## src/rtl/uer_pkg.sv

```systemverilog
// ----------------------------------------------------------------------------
// uer_pkg
// Types, register indexes and constants of the echo ranger.
// ----------------------------------------------------------------------------
`timescale 1ns / 1ps
`default_nettype none

package uer_pkg;

   localparam int COUNT_BITS_DEFAULT = 20;

   localparam int TIMEOUT_W  = 20;
   localparam int TRIGGER_W  = 8;
   localparam int PULSE_W    = 20;
   localparam int DIST_W     = 15;
   localparam int CSR_DATA_W = 20;
   localparam int CSR_IDX_W  = 2;

   localparam logic [CSR_IDX_W-1:0] CSR_TIMEOUT      = 2'd0;
   localparam logic [CSR_IDX_W-1:0] CSR_TRIGGER_HIGH = 2'd1;
   localparam logic [CSR_IDX_W-1:0] CSR_TRIGGER_LOW  = 2'd2;
   localparam logic [CSR_IDX_W-1:0] CSR_ACTIVE_LEVEL = 2'd3;

   localparam logic [TIMEOUT_W-1:0] TIMEOUT_RESET      = 20'd1000000;
   localparam logic [TRIGGER_W-1:0] TRIGGER_HIGH_RESET = 8'd10;
   localparam logic [TRIGGER_W-1:0] TRIGGER_LOW_RESET  = 8'd2;
   localparam logic                 ACTIVE_LEVEL_RESET = 1'b1;

   // distance = floor(floor(width/2) * DIST_STEP / DIST_DIVISOR)
   localparam int DIST_STEP    = 10;
   localparam int DIST_DIVISOR = 291;
   localparam int REM_W        = $clog2(DIST_DIVISOR + DIST_STEP);

   localparam logic [PULSE_W-1:0] PULSE_MAX = '1;
   localparam logic [DIST_W-1:0]  DIST_MAX  = '1;

   typedef struct packed {
      logic [TIMEOUT_W-1:0] timeout_us;
      logic [TRIGGER_W-1:0] trigger_high_us;
      logic [TRIGGER_W-1:0] trigger_low_us;
      logic                 active_level;
   } uer_cfg_type;

   typedef struct packed {
      logic               trigger_out;
      logic               busy_res;
      logic               done_res;
      logic               timed_out;
      logic [PULSE_W-1:0] pulse_us;
      logic [DIST_W-1:0]  distance_cm;
   } uer_result_type;

endpackage

`default_nettype wire

```

## src/rtl/uer_core.sv

```systemverilog
// ----------------------------------------------------------------------------
// uer_core
// Sequencer state and per-tick next-state logic; distance kept as a running
// quotient and remainder updated while the pulse is counted.
// ----------------------------------------------------------------------------
`timescale 1ns / 1ps
`default_nettype none

module uer_core #(
   parameter int COUNT_BITS = uer_pkg::COUNT_BITS_DEFAULT
) (
   input  wire logic                   clock,
   input  wire logic                   reset,
   input  wire logic                   step_en,
   input  wire logic                   start_req,
   input  wire logic                   echo_level,
   input  wire uer_pkg::uer_cfg_type   cfg,
   output uer_pkg::uer_result_type     result
);
   import uer_pkg::*;

   localparam int LW = (COUNT_BITS > TIMEOUT_W) ? COUNT_BITS : TIMEOUT_W;
   localparam logic [COUNT_BITS-1:0] CMAX = '1;

   localparam logic [2:0] PH_IDLE  = 3'd0;
   localparam logic [2:0] PH_LOW   = 3'd1;
   localparam logic [2:0] PH_HIGH  = 3'd2;
   localparam logic [2:0] PH_WAIT  = 3'd3;
   localparam logic [2:0] PH_PULSE = 3'd4;

   localparam logic [REM_W-1:0] REM_STEP = REM_W'(DIST_STEP);
   localparam logic [REM_W-1:0] REM_DIV  = REM_W'(DIST_DIVISOR);

   logic [2:0]            phase_ff, phase_in;
   logic [TRIGGER_W-1:0]  trig_cnt_ff, trig_cnt_in;
   logic [COUNT_BITS-1:0] elapsed_ff, elapsed_in;
   logic [COUNT_BITS-1:0] width_ff, width_in;
   logic [COUNT_BITS-1:0] quot_ff, quot_in;
   logic [REM_W-1:0]      rem_ff, rem_in;

   logic                  emitted;
   logic                  over;
   logic [REM_W-1:0]      rem_sum;
   logic [LW-1:0]         limit;
   logic [LW-1:0]         width_ext;

   assign limit = (LW'(cfg.timeout_us) > LW'(CMAX)) ? LW'(CMAX) : LW'(cfg.timeout_us);

   always_comb begin
      phase_in    = phase_ff;
      trig_cnt_in = trig_cnt_ff;
      elapsed_in  = elapsed_ff;
      width_in    = width_ff;
      quot_in     = quot_ff;
      rem_in      = rem_ff;
      emitted     = 1'b0;
      over        = 1'b0;
      rem_sum     = '0;
      width_ext   = '0;
      result      = '0;

      if (phase_in > PH_PULSE) begin
         phase_in = PH_IDLE;
      end

      if (phase_in == PH_IDLE && start_req) begin
         phase_in    = PH_LOW;
         trig_cnt_in = cfg.trigger_low_us;
      end

      if (phase_in == PH_LOW) begin
         if (trig_cnt_in == '0) begin
            phase_in    = PH_HIGH;
            trig_cnt_in = cfg.trigger_high_us;
         end else begin
            result.busy_res = 1'b1;
            trig_cnt_in     = trig_cnt_in - 1'b1;
            emitted         = 1'b1;
            if (trig_cnt_in == '0) begin
               phase_in    = PH_HIGH;
               trig_cnt_in = cfg.trigger_high_us;
            end
         end
      end

      if (!emitted && phase_in == PH_HIGH) begin
         if (trig_cnt_in == '0) begin
            phase_in   = PH_WAIT;
            elapsed_in = '0;
            width_in   = '0;
            quot_in    = '0;
            rem_in     = '0;
         end else begin
            result.busy_res    = 1'b1;
            result.trigger_out = 1'b1;
            trig_cnt_in        = trig_cnt_in - 1'b1;
            emitted            = 1'b1;
            if (trig_cnt_in == '0) begin
               phase_in   = PH_WAIT;
               elapsed_in = '0;
               width_in   = '0;
               quot_in    = '0;
               rem_in     = '0;
            end
         end
      end

      if (!emitted && (phase_in == PH_WAIT || phase_in == PH_PULSE)) begin
         over = LW'(elapsed_in) >= limit;
         if (elapsed_in != CMAX) begin
            elapsed_in = elapsed_in + 1'b1;
         end
         if (echo_level == cfg.active_level) begin
            phase_in = PH_PULSE;
            if (width_in != CMAX) begin
               // half width grows on every second tick
               if (width_in[0]) begin
                  rem_sum = rem_in + REM_STEP;
                  if (rem_sum >= REM_DIV) begin
                     rem_in  = rem_sum - REM_DIV;
                     quot_in = quot_in + 1'b1;
                  end else begin
                     rem_in = rem_sum;
                  end
               end
               width_in = width_in + 1'b1;
            end
            if (over) begin
               result.done_res  = 1'b1;
               result.timed_out = 1'b1;
            end else begin
               result.busy_res = 1'b1;
            end
         end else if (phase_in == PH_PULSE) begin
            result.done_res = 1'b1;
            width_ext       = LW'(width_in);
            result.pulse_us = (width_ext > LW'(PULSE_MAX)) ? PULSE_MAX
                                                           : width_ext[PULSE_W-1:0];
            result.distance_cm = (quot_in > COUNT_BITS'(DIST_MAX)) ? DIST_MAX
                                                                   : quot_in[DIST_W-1:0];
         end else if (over) begin
            result.done_res  = 1'b1;
            result.timed_out = 1'b1;
         end else begin
            result.busy_res = 1'b1;
         end
         if (result.done_res) begin
            phase_in   = PH_IDLE;
            elapsed_in = '0;
            width_in   = '0;
            quot_in    = '0;
            rem_in     = '0;
         end
      end
   end

   always_ff @(posedge clock) begin
      if (reset) begin
         phase_ff    <= PH_IDLE;
         trig_cnt_ff <= '0;
         elapsed_ff  <= '0;
         width_ff    <= '0;
         quot_ff     <= '0;
         rem_ff      <= '0;
      end else if (step_en) begin
         phase_ff    <= phase_in;
         trig_cnt_ff <= trig_cnt_in;
         elapsed_ff  <= elapsed_in;
         width_ff    <= width_in;
         quot_ff     <= quot_in;
         rem_ff      <= rem_in;
      end
   end

endmodule

`default_nettype wire

```

## src/rtl/ultrasonic_echo_ranger_unit.sv

```systemverilog
// ----------------------------------------------------------------------------
// ultrasonic_echo_ranger_unit
// Trigger pulse sequencer and echo pulse width / distance measurement.
// ----------------------------------------------------------------------------
// Usage:
//   Each req_ item is one microsecond tick: a start request and the sampled
//   echo pin. Each item gives exactly one rsp_ item carrying the trigger pin
//   level, busy, done, timed_out, pulse width and distance in cm.
//   An item passes an input register, then the sequencer logic, then the
//   result register; rsp_valid rises when the item moves on from the input
//   register, which it does once the result register is empty or being taken.
//   Throughput is one item per cycle while rsp_ready is high, set by the
//   combinational sequencer update between the two registers.
//   When rsp_ready is low the result register holds and one more item is
//   taken into the input register; req_ready then drops until the result
//   is taken.
//   Reset clears both valid flags, returns the sequencer to idle and loads the
//   register defaults (timeout 1000000, high 10, low 2, active level high).
//   csr_ writes take effect at once; write only while no item is in flight.
// ----------------------------------------------------------------------------
`timescale 1ns / 1ps
`default_nettype none

module ultrasonic_echo_ranger_unit #(
   parameter int COUNT_BITS = uer_pkg::COUNT_BITS_DEFAULT
) (
   input  wire logic                            clock,
   input  wire logic                            reset,
   input  wire logic                            req_valid,
   output logic                                 req_ready,
   input  wire logic                            req_start_req,
   input  wire logic                            req_echo_level,
   output logic                                 rsp_valid,
   input  wire logic                            rsp_ready,
   output logic                                 rsp_trigger_out,
   output logic                                 rsp_busy_res,
   output logic                                 rsp_done_res,
   output logic                                 rsp_timed_out,
   output logic [uer_pkg::PULSE_W-1:0]          rsp_pulse_us,
   output logic [uer_pkg::DIST_W-1:0]           rsp_distance_cm,
   input  wire logic                            csr_write_en,
   input  wire logic [uer_pkg::CSR_IDX_W-1:0]   csr_index,
   input  wire logic [uer_pkg::CSR_DATA_W-1:0]  csr_wdata
);
   import uer_pkg::*;

   uer_cfg_type    cfg_ff;
   logic           in_valid_ff;
   logic           in_start_ff;
   logic           in_echo_ff;
   logic           out_valid_ff;
   uer_result_type out_ff;
   uer_result_type core_result;
   logic           advance;

   // move the held item into the result register when it is empty or being taken
   assign advance   = in_valid_ff && (!out_valid_ff || rsp_ready);
   assign req_ready = !in_valid_ff || advance;

   always_ff @(posedge clock) begin
      if (reset) begin
         cfg_ff.timeout_us      <= TIMEOUT_RESET;
         cfg_ff.trigger_high_us <= TRIGGER_HIGH_RESET;
         cfg_ff.trigger_low_us  <= TRIGGER_LOW_RESET;
         cfg_ff.active_level    <= ACTIVE_LEVEL_RESET;
      end else if (csr_write_en) begin
         case (csr_index)
            CSR_TIMEOUT: begin
               cfg_ff.timeout_us <= csr_wdata[TIMEOUT_W-1:0];
            end
            CSR_TRIGGER_HIGH: begin
               cfg_ff.trigger_high_us <= csr_wdata[TRIGGER_W-1:0];
            end
            CSR_TRIGGER_LOW: begin
               cfg_ff.trigger_low_us <= csr_wdata[TRIGGER_W-1:0];
            end
            CSR_ACTIVE_LEVEL: begin
               cfg_ff.active_level <= csr_wdata[0];
            end
            default: begin
            end
         endcase
      end
   end

   always_ff @(posedge clock) begin
      if (reset) begin
         in_valid_ff <= 1'b0;
      end else if (req_valid && req_ready) begin
         in_valid_ff <= 1'b1;
      end else if (advance) begin
         in_valid_ff <= 1'b0;
      end
   end

   always_ff @(posedge clock) begin
      if (req_valid && req_ready) begin
         in_start_ff <= req_start_req;
         in_echo_ff  <= req_echo_level;
      end
   end

   uer_core #(
      .COUNT_BITS (COUNT_BITS)
   ) u_core (
      .clock      (clock),
      .reset      (reset),
      .step_en    (advance),
      .start_req  (in_start_ff),
      .echo_level (in_echo_ff),
      .cfg        (cfg_ff),
      .result     (core_result)
   );

   always_ff @(posedge clock) begin
      if (reset) begin
         out_valid_ff <= 1'b0;
      end else if (advance) begin
         out_valid_ff <= 1'b1;
      end else if (rsp_ready) begin
         out_valid_ff <= 1'b0;
      end
   end

   always_ff @(posedge clock) begin
      if (advance) begin
         out_ff <= core_result;
      end
   end

   assign rsp_valid       = out_valid_ff;
   assign rsp_trigger_out = out_ff.trigger_out;
   assign rsp_busy_res    = out_ff.busy_res;
   assign rsp_done_res    = out_ff.done_res;
   assign rsp_timed_out   = out_ff.timed_out;
   assign rsp_pulse_us    = out_ff.pulse_us;
   assign rsp_distance_cm = out_ff.distance_cm;

endmodule

`default_nettype wire

```

## config.mk

```make
export PLATFORM = sky130hd
export DESIGN_NAME = ultrasonic_echo_ranger_unit
export DESIGN_NICKNAME = d
export VERILOG_FILES = /design/src/rtl/uer_pkg.sv /design/src/rtl/uer_core.sv /design/src/rtl/ultrasonic_echo_ranger_unit.sv
export SDC_FILE = /design/constraint.sdc
export NUM_CORES = 1
export LEC_CHECK = 0
export BUFFER_PORTS_ARGS = -buffer_cell sky130_fd_sc_hd__buf_2
export CORE_UTILIZATION = 50
export DETAILED_ROUTE_END_ITERATION = 12
export PLACE_DENSITY = 0.68
export SYNTH_ARGS = -nofsm -noshare
export SYNTH_HDL_FRONTEND = slang
export SYNTH_HIERARCHICAL = 1
export SYNTH_SLANG_ARGS = --single-unit
```

## constraint.sdc

```tcl
create_clock -name clock -period 15.3 [get_ports clock]
set_clock_uncertainty 0.05 [all_clocks]
set_input_delay 3.06 -clock clock [delete_from_list [all_inputs] [get_ports clock]]
set_output_delay 3.06 -clock clock [all_outputs]
set_load 0.1 [all_outputs]
```

# After elaboration in Yosys (flattened, before gate mapping)
# Cells that the tools add are included.
dict set report op_classes {
  n_addsub 7
  order_cmp 6
  n_eq_ne 10
  mux 71
  n_bitwise 2
  reduce_logical 25
}
# cell n
set ops {}
lappend ops {{two-way mux 20 bit} 24}
lappend ops {{two-way mux 9 bit} 9}
lappend ops {{two-way mux 35 bit} 2}
lappend ops {{adder 20 x 1 -> 20 bit (second input constant)} 3}
lappend ops {{two-way mux 8 bit} 6}
lappend ops {{> comparator 20 bit (second input constant)} 2}
lappend ops {{inequality test 20 bit (second input constant)} 2}
lappend ops {{two-way mux 3 bit} 13}
lappend ops {{two-way mux 38 bit} 1}
lappend ops {{logical NOT 8 bit} 4}
lappend ops {{greater-or-equal comparator 20 bit} 1}
lappend ops {{> comparator 20 x 15 -> 1 bit (second input constant)} 1}
lappend ops {{subtractor 8 x 1 -> 8 bit (second input constant)} 2}
lappend ops {{two-way mux 15 bit} 1}
lappend ops {{two-way mux 1 bit} 13}
lappend ops {{adder 9 x 4 -> 9 bit (second input constant)} 1}
lappend ops {{greater-or-equal comparator 9 bit (second input constant)} 1}
lappend ops {{subtractor 9 bit (second input constant)} 1}
lappend ops {{AND reduction 2 bit} 4}
lappend ops {{== test 3 x 2 -> 1 bit (second input constant)} 2}
lappend ops {{logical AND 1 bit} 5}
lappend ops {{== test 2 bit (second input constant)} 2}
lappend ops {{logical NOT 1 bit} 4}
lappend ops {{two-way mux 2 bit} 2}
lappend ops {{11 further kinds} 15}
dict set report word_totals {
  regBits 160
  out_inout_bits 41
  elab_cells 141
}

# Depth between registers and ports, before layout
dict set report depth {
  ltp_word 23
  depth_mapped 37
}

# Modules after synthesis
# Netlist, hierarchy kept.
# mod n_inst cells_each area_per_inst_um2
set modules_own_cells {}
lappend modules_own_cells {uer_core 1 983 7150.6}
lappend modules_own_cells {ultrasonic_echo_ranger_unit 1 203 2876.5}

# Least setup slack after synthesis
# No wires, ideal clock.
dict set report synth_timing {
  path_kind {register -> register}
  start {register in_start_ff}
  end {register u_core.quot_ff[17]}
  setup_ns 0.074
  t_arrival_ns 8.083
  required_ns 15.176
  slack_ns 7.092
  path_stages_with_launch 37
  n_path_buf 7
  synth_period_minus_slack_ns 8.208
  cell_sequence {edfxtp_1 buf_4 or4b_1 buf_2 nand2_1 buf_2 mux2i_1 ha_1 inv_1 or4_1 nand3_1 a211oi_2 a21o_1 a211o_4 inv_4 ha_1 nand2_1 a211oi_1 o2111ai_2 o32a_1 buf_2 buf_6 buf_2 and2_1 ha_1 clkbuf_1 o211ai_1 xnor2_1 o41ai_1 a21boi_0 or2_2 nor4_1 nand4_1 nor2_1 nand3_1 or4_1 a31oi_1}
}
dict set report synth_via {
  elab_chain_len 20
}
# item line
set synth_rtl {}
lappend synth_rtl {{from (decl)} ultrasonic_echo_ranger_unit.sv:49} ;# logic in_start_ff;
lappend synth_rtl {{from (signal assigned)} ultrasonic_echo_ranger_unit.sv:98} ;# in_start_ff <= req_start_req;
lappend synth_rtl {{logical AND 1 bit *} uer_core.sv:66} ;# if (phase_in == PH_IDLE && start_req) begin
lappend synth_rtl {{two-way mux 8 bit} uer_core.sv:66}
lappend synth_rtl {{subtractor 8 x 1 -> 8 bit} uer_core.sv:77} ;# trig_cnt_in = trig_cnt_in - 1'b1;
lappend synth_rtl {{logical NOT 8 bit} uer_core.sv:79} ;# if (trig_cnt_in == '0) begin
lappend synth_rtl {{two-way mux 8 bit} uer_core.sv:79}
lappend synth_rtl {{two-way mux 8 bit} uer_core.sv:72} ;# if (trig_cnt_in == '0) begin
lappend synth_rtl {{two-way mux 8 bit} uer_core.sv:71} ;# if (phase_in == PH_LOW) begin
lappend synth_rtl {{subtractor 8 x 1 -> 8 bit} uer_core.sv:96} ;# trig_cnt_in = trig_cnt_in - 1'b1;
lappend synth_rtl {{[... 4 more ...]} -}
lappend synth_rtl {{adder 9 x 4 -> 9 bit} uer_core.sv:118} ;# rem_sum = rem_in + REM_STEP;
lappend synth_rtl {{greater-or-equal comparator 9 bit} uer_core.sv:119} ;# if (rem_sum >= REM_DIV) begin
lappend synth_rtl {{two-way mux 20 bit} uer_core.sv:119}
lappend synth_rtl {{two-way mux 20 bit} uer_core.sv:117} ;# if (width_in[0]) begin
lappend synth_rtl {{two-way mux 20 bit} uer_core.sv:115} ;# if (width_in != CMAX) begin
lappend synth_rtl {{two-way mux 20 bit} uer_core.sv:113} ;# if (echo_level == cfg.active_level) begin
lappend synth_rtl {{two-way mux 20 bit} uer_core.sv:147} ;# if (result.done_res) begin
lappend synth_rtl {{two-way mux 20 bit *} uer_core.sv:108} ;# if (!emitted && (phase_in == PH_WAIT || phase_in == PH_PULSE)) begin
lappend synth_rtl {{to (signal assigned)} uer_core.sv:170} ;# quot_ff <= quot_in;
lappend synth_rtl {{to (decl)} uer_core.sv:38} ;# logic [COUNT_BITS-1:0] quot_ff, quot_in;
# Every way passes the cells marked *; elsewhere a longest branch is shown, timed or not. The select of a mux whose other input is x is not followed.
# A chain may end at the register's enable or synchronous reset.

# Final worst setup path
dict set report layout_timing {
  start {register u_core.phase_ff[0]}
  end {register u_core.elapsed_ff[2]}
}
dict set report layout_via {
  elab_chain_len 22
}
# item line
set layout_rtl {}
lappend layout_rtl {{from (decl)} uer_core.sv:34} ;# logic [2:0] phase_ff, phase_in;
lappend layout_rtl {{from (signal assigned)} uer_core.sv:166} ;# phase_ff <= phase_in;
lappend layout_rtl {{> comparator 3 bit} uer_core.sv:62} ;# if (phase_in > PH_PULSE) begin
lappend layout_rtl {{two-way mux 3 bit *} uer_core.sv:62}
lappend layout_rtl {{logical NOT 3 bit} uer_core.sv:66}
lappend layout_rtl {{logical AND 1 bit} uer_core.sv:66}
lappend layout_rtl {{two-way mux 8 bit} uer_core.sv:66}
lappend layout_rtl {{subtractor 8 x 1 -> 8 bit} uer_core.sv:77}
lappend layout_rtl {{logical NOT 8 bit} uer_core.sv:79}
lappend layout_rtl {{two-way mux 8 bit} uer_core.sv:79}
lappend layout_rtl {{[... 6 more ...]} -}
lappend layout_rtl {{two-way mux 20 bit} uer_core.sv:86} ;# if (!emitted && phase_in == PH_HIGH) begin
lappend layout_rtl {{greater-or-equal comparator 20 bit} uer_core.sv:109} ;# over = LW'(elapsed_in) >= limit;
lappend layout_rtl {{two-way mux 2 bit} {uer_core.sv:128, uer_core.sv:141}}
lappend layout_rtl {{two-way mux 1 bit} uer_core.sv:134} ;# end else if (phase_in == PH_PULSE) begin
lappend layout_rtl {{two-way mux 3 bit} uer_core.sv:113}
lappend layout_rtl {{two-way mux 3 bit} uer_core.sv:108}
lappend layout_rtl {{two-way mux 20 bit} uer_core.sv:147}
lappend layout_rtl {{two-way mux 20 bit *} uer_core.sv:108}
lappend layout_rtl {{to (signal assigned)} uer_core.sv:168} ;# elapsed_ff <= elapsed_in;
lappend layout_rtl {{to (decl)} uer_core.sv:36} ;# logic [COUNT_BITS-1:0] elapsed_ff, elapsed_in;
# Marks and branches as above.

==> impl_results.html <==
<table>
<tr><th>Metric</th><th>Value</th></tr>
<tr><th colspan="2">STA</th></tr>
<tr><td>Tightest slew margin relative to the limit</td><td>23.2%</td></tr>
<tr><td>Slew at the pin closest to its max-slew limit</td><td>1.15 ns</td></tr>
<tr><td>Setup Viol. Count Final</td><td>0</td></tr>
<tr><td>Final critical-path required period</td><td>9.59 ns</td></tr>
<tr><td>FMAX</td><td>104 MHz</td></tr>
<tr><td>Setup repair after global routing missed its margin</td><td>no</td></tr>
<tr><td>Accumulated negative setup slack</td><td>0 ns</td></tr>
<tr><td>Post-route fraction of the period consumed by the critical path</td><td>62.7%</td></tr>
<tr><td>Count of pins over their slew limit</td><td>0</td></tr>
<tr><td>Hold violation count in the final report</td><td>0</td></tr>
<tr><th colspan="2">Global route</th></tr>
<tr><td>Met2 routing resource usage after global routing</td><td>41.1%</td></tr>
<tr><td>Gr ovfl total</td><td>0</td></tr>
<tr><td>Fraction of met1 tracks used by global routing</td><td>37.3%</td></tr>
<tr><td>Pin count of the biggest net entering global routing</td><td>68</td></tr>
<tr><td>GR peak layer</td><td>met2</td></tr>
<tr><td>Global-route wire length before repair</td><td>42400 um</td></tr>
<tr><td>Met3 track demand over resource</td><td>4.17%</td></tr>
<tr><td>Number of antenna violations at the first check in global routing</td><td>0</td></tr>
<tr><td>Via count of the first global-routing pass</td><td>8046</td></tr>
<tr><td>Overall routing resource usage</td><td>26.2%</td></tr>
<tr><th colspan="2">Power and ir drop</th></tr>
<tr><td>Overall Power</td><td>1.06 mW</td></tr>
<tr><td>Leakage</td><td>4.09 nW</td></tr>
<tr><td>Max rail drop VDD</td><td>0.0866 mV</td></tr>
<tr><td>Pwr dens</td><td>96.6 nW/um2</td></tr>
<tr><th colspan="2">Synth</th></tr>
<tr><td>Mean area per synthesized cell</td><td>8.45 um2</td></tr>
<tr><td>Primary flip-flop cell chosen by synthesis mapping</td><td>sky130_fd_sc_hd__dfxtp_1</td></tr>
<tr><td>Post-synth ARST share</td><td>0%</td></tr>
<tr><td>Nets in the synthesized netlist</td><td>1247</td></tr>
<tr><td>Top-count cell post-synth</td><td>sky130_fd_sc_hd__dfxtp_1</td></tr>
<tr><td>Portion of the post-synthesis area used by sequential elements</td><td>36.0%</td></tr>
<tr><td>Ranking of synthesized cells by instance count</td><td>119 x sky130_fd_sc_hd__dfxtp_1, 106 x sky130_fd_sc_hd__nor2_1, 99 x sky130_fd_sc_hd__nand2_1</td></tr>
<tr><td>Share of the synthesized area in the top cell type</td><td>23.8%</td></tr>
<tr><td>Number of warnings issued by yosys</td><td>6</td></tr>
<tr><td>Count of flip-flops with a built-in enable after synthesis</td><td>41</td></tr>
<tr><td>Post-Synthesis Cells</td><td>1186</td></tr>
<tr><td>Count of unique library cells instantiated by Yosys</td><td>93</td></tr>
<tr><td>Total of flip-flops plus latches after synthesis</td><td>160</td></tr>
<tr><td>Cell area after technology mapping</td><td>10000 um2</td></tr>
<tr><td>Largest cells by area after synthesis</td><td>sky130_fd_sc_hd__dfxtp_1 24%, sky130_fd_sc_hd__edfxtp_1 12%, sky130_fd_sc_hd__mux2i_1 4.8%</td></tr>
<tr><td>Cell type with the largest total area after synthesis</td><td>sky130_fd_sc_hd__dfxtp_1</td></tr>
<tr><th colspan="2">Die</th></tr>
<tr><td>Initial Utilization</td><td>51.2%</td></tr>
<tr><td>Number of top-level pins</td><td>70</td></tr>
<tr><td>Placeable core region</td><td>19600 um2</td></tr>
<tr><td>Die X</td><td>144 um</td></tr>
<tr><td>Cell Rows</td><td>51</td></tr>
<tr><td>Height of the chip</td><td>144 um</td></tr>
<tr><td>Total die area</td><td>20600 um2</td></tr>
<tr><th colspan="2">CTS</th></tr>
<tr><td>Hold bufs inserted after CTS</td><td>0</td></tr>
<tr><td>Clock latency reported for the late side of the worst-skew pair</td><td>0.43 ns</td></tr>
<tr><td>Clock tree from TritonCTS</td><td>done</td></tr>
<tr><td>Buffer levels on the longest clock path</td><td>2</td></tr>
<tr><td>Clock-pin transition on the worst setup and hold timing paths</td><td>0.07 ns</td></tr>
<tr><td>Buffers inserted by post-CTS timing repair</td><td>0</td></tr>
<tr><td>Count of cells resized by post-cts repair</td><td>0</td></tr>
<tr><td>Total CTS buffers</td><td>17</td></tr>
<tr><td>TritonCTS sink count</td><td>160</td></tr>
<tr><td>Buffer cell driving the clock tree root</td><td>sky130_fd_sc_hd__clkbuf_16</td></tr>
<tr><td>Maximum level of the CTS H-tree</td><td>4</td></tr>
<tr><th colspan="2">Hold path</th></tr>
<tr><td>Worst hold path depth</td><td>2</td></tr>
<tr><td>Path class of the lowest-slack min-delay path</td><td>reg -&gt; reg</td></tr>
<tr><td>Worst hold path endpoint</td><td>u_core/rem_ff[8]</td></tr>
<tr><td>Startpoint of the lowest-slack hold path</td><td>u_core/rem_ff[8]</td></tr>
<tr><th colspan="2">Placed design</th></tr>
<tr><td>Post-detailed-placement half-perimeter wirelength</td><td>18400 um</td></tr>
<tr><td>Weighted congestion at the end of routability-driven global placement</td><td>0.916</td></tr>
<tr><td>Number of I/O port buffers</td><td>69</td></tr>
<tr><td>Inst Count DP</td><td>1463</td></tr>
<tr><td>Cell area after placement</td><td>10500 um2</td></tr>
<tr><th colspan="2">Setup path</th></tr>
<tr><td>Maximum fanout along the worst path</td><td>55</td></tr>
<tr><td>Worst r2r src</td><td>u_core/phase_ff[0]</td></tr>
<tr><td>CP required</td><td>15.61 ns</td></tr>
<tr><td>Depth of the worst register-to-register path</td><td>32</td></tr>
<tr><td>Kind of end point of the critical path</td><td>flip-flop</td></tr>
<tr><td>Register-to-Register Setup Slack</td><td>5.71 ns</td></tr>
<tr><td>Cell with the largest stage delay on the worst path</td><td>sky130_fd_sc_hd__nor3_2</td></tr>
<tr><td>Crit path launch type</td><td>flip-flop</td></tr>
<tr><td>CP max stage delay</td><td>0.91 ns</td></tr>
<tr><td>Worst flop-to-flop path endpoint</td><td>u_core/elapsed_ff[2]</td></tr>
<tr><td>Type of the worst setup path</td><td>reg -&gt; reg</td></tr>
<tr><td>Signal arrival time at the worst endpoint</td><td>9.90 ns</td></tr>
<tr><th colspan="2">Flow run</th></tr>
<tr><td>Max_cap viols</td><td>0</td></tr>
<tr><th colspan="2">Detailed routing</th></tr>
<tr><td>Routed len/inst</td><td>17.4 um</td></tr>
<tr><td>Number of DRC markers after the initial detailed-route iteration</td><td>769</td></tr>
<tr><td>Number of remaining DRC errors</td><td>0</td></tr>
<tr><td>Post-detailed-route count of antenna-violating nets</td><td>0</td></tr>
<tr><td>Number of vias per cell after detailed routing</td><td>6.01</td></tr>
<tr><td>Wire length after detailed routing</td><td>26000 um</td></tr>
<tr><td>DRT Pass-1 Iters</td><td>6</td></tr>
<tr><td>DR vias</td><td>8987</td></tr>
<tr><th colspan="2">Layout</th></tr>
<tr><td>Final Cell Area</td><td>11000 um2</td></tr>
<tr><td>Net count reported at finish</td><td>1278</td></tr>
<tr><td>Final instance count without filler cells</td><td>1495</td></tr>
<tr><td>Antenna diode count</td><td>0</td></tr>
<tr><td>Area added between synthesis and finish</td><td>9.93%</td></tr>
<tr><td>Share of final-layout standard cells stronger than drive strength 1</td><td>12.9%</td></tr>
<tr><th colspan="2">Outcome</th></tr>
<tr><td>Outcome</td><td>finished, final reports clean</td></tr>
</table>
[placed cells by master (no fill, tap or decap), types with 9 or more instances in the layout]
master | Yosys | final
sky130_fd_sc_hd__nor4_1 | 15 | 15
sky130_fd_sc_hd__o21ai_0 | 32 | 32
sky130_fd_sc_hd__nand3_1 | 56 | 56
sky130_fd_sc_hd__buf_4 | 5 | 11
sky130_fd_sc_hd__clkbuf_16 | 0 | 17
sky130_fd_sc_hd__nand2_1 | 99 | 99
sky130_fd_sc_hd__mux2i_1 | 48 | 48
sky130_fd_sc_hd__xnor2_1 | 13 | 13
sky130_fd_sc_hd__dfxtp_1 | 119 | 119
sky130_fd_sc_hd__nor2_1 | 106 | 106
sky130_fd_sc_hd__ha_1 | 32 | 32
sky130_fd_sc_hd__and3_1 | 19 | 19
sky130_fd_sc_hd__nor3_1 | 33 | 32
sky130_fd_sc_hd__nand2b_1 | 50 | 50
sky130_fd_sc_hd__o22ai_1 | 10 | 10
sky130_fd_sc_hd__or2_2 | 11 | 11
sky130_fd_sc_hd__a31oi_1 | 21 | 21
sky130_fd_sc_hd__buf_2 | 20 | 69
sky130_fd_sc_hd__nand3b_1 | 11 | 11
sky130_fd_sc_hd__o21ai_1 | 11 | 11
sky130_fd_sc_hd__nand4_1 | 24 | 24
sky130_fd_sc_hd__a21oi_1 | 62 | 62
sky130_fd_sc_hd__edfxtp_1 | 41 | 41
sky130_fd_sc_hd__and2_1 | 34 | 33
sky130_fd_sc_hd__o32ai_1 | 9 | 9
sky130_fd_sc_hd__inv_1 | 62 | 62
sky130_fd_sc_hd__a211oi_1 | 14 | 14
sky130_fd_sc_hd__a21o_1 | 16 | 16
[layout make-up]
class | instances | area (um2)
inverter | 63 | 239
fill | 1817 | 8570
sequential | 160 | 3610
clock inverter | 14 | 120
clock buffer | 18 | 429
multi-input combinational | 895 | 5860
tap | 265 | 332
timing repair buffer | 80 | 428
[power breakdown]
group	total (mW)	internal (mW)	switching (mW)
sequential	0.455	0.445	0.0106
combinational	0.205	0.0583	0.147
clock	0.404	0.213	0.191
total	1.06	0.716	0.348
[critical path, delay by kind of cell, from the launching register on]
| family | cells | cell delay [ns] |
|---|---|---|
| AOI/OAI and AO/OA | 16 | 3.71 |
| and+or+nand+nor | 7 | 3.19 |
| buffers and inverters | 5 | 0.85 |
| adders and majority gates | 3 | 0.77 |
| DFF | 1 | 0.45 |
| muxes | 1 | 0.43 |
[metrics by stage]
stage / setup slack, ns / hold WS, ns / utilization (%)
6_report: 5.71 / 0.412 / 56.3
5_1_grt: 4.97 / 0.445 / 56.3
4_1_cts: 5.78 / 0.418 / 56.3
3_5_place_dp: 5.82 / 0.408 / 53.5
3_3_place_gp: 5.85 / 0.400 / 53.5
2_1_floorplan: 7.09 / 0.384 / -
[cells by family after synthesis]
logic type / share of synthesized area (%)
buffers and inverters: 5.59
adders and majority gates: 3.99
and+or+nand+nor: 26.9
DFF: 36.0
xor gates and xnor gates: 1.83
muxes: 5.47
AOI/OAI and AO/OA: 20.2
[sequential cells by signal (all words and copies together) (netlist names)]
signal,cells
cfg_ff,37
rsp_pulse_us,20
u_core/elapsed_ff,20
u_core/quot_ff,20
u_core/width_ff,20
rsp_distance_cm,15
u_core/rem_ff,9
u_core/trig_cnt_ff,8
u_core/phase_ff,3
in_echo_ff,1
in_start_ff,1
in_valid_ff,1
rsp_busy_res,1
rsp_done_res,1
rsp_timed_out,1
rsp_trigger_out,1
rsp_valid,1
[worst max path at each step]
stage                             startpoint                    to  cells after the start
after CTS                 u_core/phase_ff[0]  u_core/elapsed_ff[2]                     32
after global routing      u_core/phase_ff[0]    u_core/quot_ff[17]                     30
after floorplan                  in_start_ff    u_core/quot_ff[17]                     36
after global placement    u_core/phase_ff[0]    u_core/quot_ff[17]                     31
after detailed placement  u_core/phase_ff[0]  u_core/elapsed_ff[2]                     32
final                     u_core/phase_ff[0]  u_core/elapsed_ff[2]                     32
[per-layer routing]
layer  vias up  part of all wire [%]
li1       4411                     -
met1      4228                    48
met2       314                    45
met3        34                   6.1
met4         0                   1.6
met5         -                     0
Note: power is estimated with default switching activity, not from simulation.
